## src/design/urrm_pkg.sv

```systemverilog
`default_nettype none
// ============================================================================
// urrm_pkg
// shared types and constants of the uniform random rotation matrix core
// ============================================================================
package urrm_pkg;

    localparam int CORDIC_STEPS = 28;
    localparam int ROOT_BITS    = 31;                 // sqrt result width, Q0.30
    localparam int TRIG_BITS    = 32;                 // signed cordic outputs
    localparam int QUAT_BITS    = 32;                 // signed quaternion parts, Q.30
    localparam logic signed [TRIG_BITS-1:0] CORDIC_START = 32'sd652032874;

    typedef logic signed [TRIG_BITS-1:0] trig_t;
    typedef logic signed [QUAT_BITS-1:0] quat_t;

    typedef struct packed {
        quat_t w;
        quat_t i;
        quat_t j;
        quat_t k;
    } quat4_t;

    function automatic logic signed [TRIG_BITS-1:0] atan_turn(input int idx);
        logic signed [TRIG_BITS-1:0] v;
        case (idx)
            0: v = 32'sd536870912;
            1: v = 32'sd316933406;
            2: v = 32'sd167458907;
            3: v = 32'sd85004756;
            4: v = 32'sd42667331;
            5: v = 32'sd21354465;
            6: v = 32'sd10679838;
            7: v = 32'sd5340245;
            8: v = 32'sd2670163;
            9: v = 32'sd1335087;
            10: v = 32'sd667544;
            11: v = 32'sd333772;
            12: v = 32'sd166886;
            13: v = 32'sd83443;
            14: v = 32'sd41722;
            15: v = 32'sd20861;
            16: v = 32'sd10430;
            17: v = 32'sd5215;
            18: v = 32'sd2608;
            19: v = 32'sd1304;
            20: v = 32'sd652;
            21: v = 32'sd326;
            22: v = 32'sd163;
            23: v = 32'sd81;
            24: v = 32'sd41;
            25: v = 32'sd20;
            26: v = 32'sd10;
            27: v = 32'sd5;
            default: v = '0;
        endcase
        return v;
    endfunction

endpackage
`default_nettype wire

```

## src/design/urrm_sqrt_pipe.sv

```systemverilog
`default_nettype none
// ============================================================================
// urrm_sqrt_pipe
// pipelined restoring square root, one result bit per stage
// ============================================================================
module urrm_sqrt_pipe #(
    parameter int STEPS = 31
) (
    input  wire logic              clk,
    input  wire logic              en,
    input  wire logic [2*STEPS-1:0] radicand,
    output logic [STEPS-1:0]       root
);
    import urrm_pkg::*;

    // per stage: remaining radicand, partial root (digit recurrence)
    logic [2*STEPS-1:0] rad_reg [STEPS+1];
    logic [STEPS+1:0]   rem_reg [STEPS+1];
    logic [STEPS-1:0]   res_reg [STEPS+1];

    always_comb
    begin
        rad_reg[0] = radicand;
        rem_reg[0] = '0;
        res_reg[0] = '0;
    end

    for (genvar s = 0; s < STEPS; s++) begin : g_stage
        logic [STEPS+1:0] rem_next;
        logic [STEPS+1:0] trial;
        always_comb
        begin
            rem_next = {rem_reg[s][STEPS-1:0], rad_reg[s][2*STEPS-1 -: 2]};
            trial    = {res_reg[s], 2'b01};
        end
        always_ff @(posedge clk)
        begin
            if (en)
            begin
                rad_reg[s+1] <= rad_reg[s] << 2;
                if (rem_next >= trial)
                begin
                    rem_reg[s+1] <= rem_next - trial;
                    res_reg[s+1] <= {res_reg[s][STEPS-2:0], 1'b1};
                end
                else
                begin
                    rem_reg[s+1] <= rem_next;
                    res_reg[s+1] <= {res_reg[s][STEPS-2:0], 1'b0};
                end
            end
        end
    end

    assign root = res_reg[STEPS];
endmodule
`default_nettype wire

```

## config.mk

```make
export PLATFORM = sky130hd
export DESIGN_NAME = urrm_sqrt_pipe
export DESIGN_NICKNAME = d
export VERILOG_FILES = /design/src/design/urrm_pkg.sv /design/src/design/urrm_sqrt_pipe.sv
export SDC_FILE = /design/constraint.sdc
export NUM_CORES = 2
export LEC_CHECK = 0
export BUFFER_PORTS_ARGS = -buffer_cell sky130_fd_sc_hd__buf_2
export CORE_AREA = 2 2 519 521
export CTS_CLUSTER_DIAMETER = 80
export DETAILED_ROUTE_END_ITERATION = 12
export DIE_AREA = 0 0 521 523
export PLACE_DENSITY = 0.64
export SYNTH_ARGS = -nofsm -noshare
export SYNTH_HDL_FRONTEND = slang
export SYNTH_SLANG_ARGS = --single-unit
```

## constraint.sdc

```tcl
create_clock -name clk -period 10.6 [get_ports clk]
set_input_delay 0 -clock clk [delete_from_list [all_inputs] [get_ports clk]]
set_output_delay 0 -clock clk [all_outputs]
set_load 0.01 [all_outputs]
```

==> run summary <==
mapped cell area = 106,000 sq um
Netlist cell types = 104
Setup crit end kind = flip-flop
die height = 523 um
number of synthesized flops with an enable pin = 2,300
Area Overhead vs Synth = 13.8%
main combinational cell family by area after synthesis = simple AND/OR/NAND/NOR gates
First-pass DRT Iterations = 7
Pwr Density = 220 nW/um^2
setup tns final = 0 ns
Pins Over Slew Limit = 0
crit-path max FO = 53
slowest library cell on the worst path = nor2_4
Max rail drop VDD = 0.142 mV
simple-gate share of the synthesized area = 0.0955
hold path start = en
Sequential Power Share = 0.462
largest net degree at the start of global routing = 197
max cap viols = 0
clk buf depth = 4
Setup CP Type = flip-flop to flip-flop
Post-CTS Setup Bufs = 0
CTS root buf = clkbuf_16
Cell Chain, Critical Path = ha_1, a21oi_1, a21oi_1, o41ai_1, o21ai_0, a31oi_1, o21ai_1, a311o_1, nor2_4, inv_1, mux2_2
synth warn = 0
Final nets = 9,102
sw power = 7520 uW
later-pin clock latency in the skew report = 0.85 ns
Tmin final = 4.71 ns
asr flop ratio synth = 0
Setup Skew = 0.0811 ns
Die Area = 272,000 sq um
Clock Sinks = 2,300
Syn Inst Count = 8,128
FF-to-FF setup slack = 5.89 ns
fmax = 212 MHz
Crit path largest cell delay = 0.86 ns
vias in the first global route = 62.7k
synth top area cells = edfxtp_1 65%, ha_1 6.2%, xnor2_1 3.1%, xor2_1 2.9%, inv_1 2.3%
Num CTS Buffers = 266
die width = 521 um
IO Port Bufs = 94
Final setup violation count = 0
Slew @ Worst Pin = 1.12 ns
htree depth = 5
outcome = finished clean
Internal = 19,100 uW
Rows = 190
Reg-to-Reg End = g_stage[28].rem_next[29]$_DFFE_PP_
syn nets = 8,723
CTS tree = done
Top FF cell, synth = edfxtp_1
Synth Area in Compound Gates = 0.0952
Syn Area/Cell = 13.1 sq um
final core occ = 0.453
first-pass GRT wire length = 337,000 um
Detailed Route Iter0 Violations = 4,712
Max-slew headroom = 0.250
GRT overflow = 0
Starting Density = 0.398
Post-Synth XOR/XNOR Area = 0.0601
clock-pin slew on the worst setup and hold paths = 0.06 ns
Placer Congestion = 0.901
Synth Register Bits = 2,300
Hold EP = rad_reg[1863]$_DFFE_PP_
RSZ-0062 raised after global routing = no
Hold Path Class = input pin to flip-flop
worst reg2reg startpoint = g_stage[27].rem_next[3]$_DFFE_PP_
period utilization = 0.445
Worst Path Arrival = 5.32 ns
Yosys top cell area share = 0.650
core area = 267,000 sq um
critical path's most frequent cell = a21oi_1
post-synthesis sequential area ratio = 0.650
Sw Share = 0.282
routed wire length = 213,000 um
multiplexer area fraction after synthesis = 0.00831
DP Wirelength = 149,000 um
DRC = 0
fraction of layout cells with a size suffix above 1 = 0.0757
via count = 63.4k
Synth Area in Adders = 0.0625
Synth area leader = edfxtp_1
Via density = 5.17
clock power share = 0.337
Fin. Hold Viols = 0
Combinational Power Share = 0.201
Top Ports = 95
r2r worst-path depth = 11
Setup crit start kind = flip-flop
hold depth = 2
Critical Path RT = 11.21 ns
Routed WL per cell = 17.3 um
remaining antenna violation count after routing = 0
commonest non-fill, non-tap cell in the layout = edfxtp_1
max FFs per register = 934
Post-CTS Resized = 0
most frequent cells in the layout = 2,300 x edfxtp_1, 650 x inv_1, 536 x nand2_1
leakage power = 0.0460 uW
gr usage total = 0.153
initial antenna violation count = 1
[Yosys cell counts (77+ instances only)]
cell	count
a21oi_1	485
or3_1	79
a21o_1	221
xor2_1	350
nand2b_1	114
xnor2_1	380
nand2_1	536
clkbuf_1	117
nand4_1	80
nor2_1	500
o21ai_0	442
o21a_1	101
ha_1	531
nor3_1	196
edfxtp_1	2300
nand3_1	126
inv_1	650
nor4_1	103
nor2b_1	77
[timing repair]
item,CTS,global route
setup endpoints to repair,0,0
hold buffers,126,0
endpoints found under the hold margin,184,0
[worst max-delay path by stage]
stage	depth (start not counted)	endpoint	slack [ns]	start
2_1_floorplan	11	g_stage[28].rem_next[11]$_DFFE_PP_	7.22	g_stage[27].rem_next[3]$_DFFE_PP_
5_1_grt	11	g_stage[28].rem_next[29]$_DFFE_PP_	5.54	g_stage[27].rem_next[3]$_DFFE_PP_
3_3_place_gp	11	g_stage[28].rem_next[29]$_DFFE_PP_	6.09	g_stage[27].rem_next[3]$_DFFE_PP_
4_1_cts	11	g_stage[28].rem_next[29]$_DFFE_PP_	5.93	g_stage[27].rem_next[3]$_DFFE_PP_
6_report	11	g_stage[28].rem_next[29]$_DFFE_PP_	5.89	g_stage[27].rem_next[3]$_DFFE_PP_
3_5_place_dp	11	g_stage[28].rem_next[29]$_DFFE_PP_	5.92	g_stage[27].rem_next[3]$_DFFE_PP_
[power by group through the flow]
stage / logic (uW) / clock network (uW) / registers, uW
floorplan: 3940 / 0 / 12100
global placement: 5170 / 0 / 12500
detailed placement: 5270 / 0 / 12500
CTS: 5340 / 9260 / 12300
global route: 5980 / 9600 / 12400
finish: 5350 / 8980 / 12300
[worst max-delay path, delay by kind of cell, from the launching register on]
| kind | cells | cell delay [ns] |
|---|---|---|
| adders and majority gates | 1 | 0.40 |
| muxes | 1 | 0.32 |
| AOI/OAI and AO/OA | 7 | 2.37 |
| DFF | 1 | 0.40 |
| buffers and inverters | 1 | 0.17 |
| and+or+nand+nor | 1 | 0.86 |
[cells by family (layout without fill, tap and decap cells)]
family,after synthesis,count (layout)
buffers and inverters,799,1382
AOI/OAI and AO/OA,1635,1635
other,1,2
and+or+nand+nor,2052,2052
DFF,2300,2300
muxes,80,80
xor gates and xnor gates,730,730
adders and majority gates,531,531
[stage by stage]
step | total power (uW) | hold WS, ns | setup WS (ns) | area, sq um | std cells
after global routing | 28000 | 0.319 | 5.54 | 121000 | 12300
after detailed placement | 17800 | 0.178 | 5.92 | 111000 | 11700
after CTS | 26900 | 0.311 | 5.93 | 121000 | 12300
final | 26600 | 0.303 | 5.89 | 121000 | 12300
after floorplan | 16100 | 0.0989 | 7.22 | 106000 | 8128
after global placement | 17700 | 0.177 | 6.09 | 111000 | 11700
[cell type report]
| type | count | area [sq um] |
|---|---|---|
| Antenna cell | 1 | 2.50 |
| Clock buffer | 321 | 7010 |
| Clock inverter | 151 | 1560 |
| Fill cell | 23600 | 146000 |
| Inverter | 652 | 2450 |
| Multi-Input combinational cell | 5029 | 34300 |
| Sequential cell | 2300 | 69100 |
| Tap cell | 3552 | 4440 |
| Timing Repair Buffer | 258 | 2180 |
[per-layer routing]
layer | share of wire | GRT usage
met2 | 0.50 | 0.267
met1 | 0.43 | 0.191
met5 | 0 | 0
met4 | 0.033 | 0.0548
met3 | 0.046 | 0.0240
Note: power is estimated with default switching activity, not from simulation.
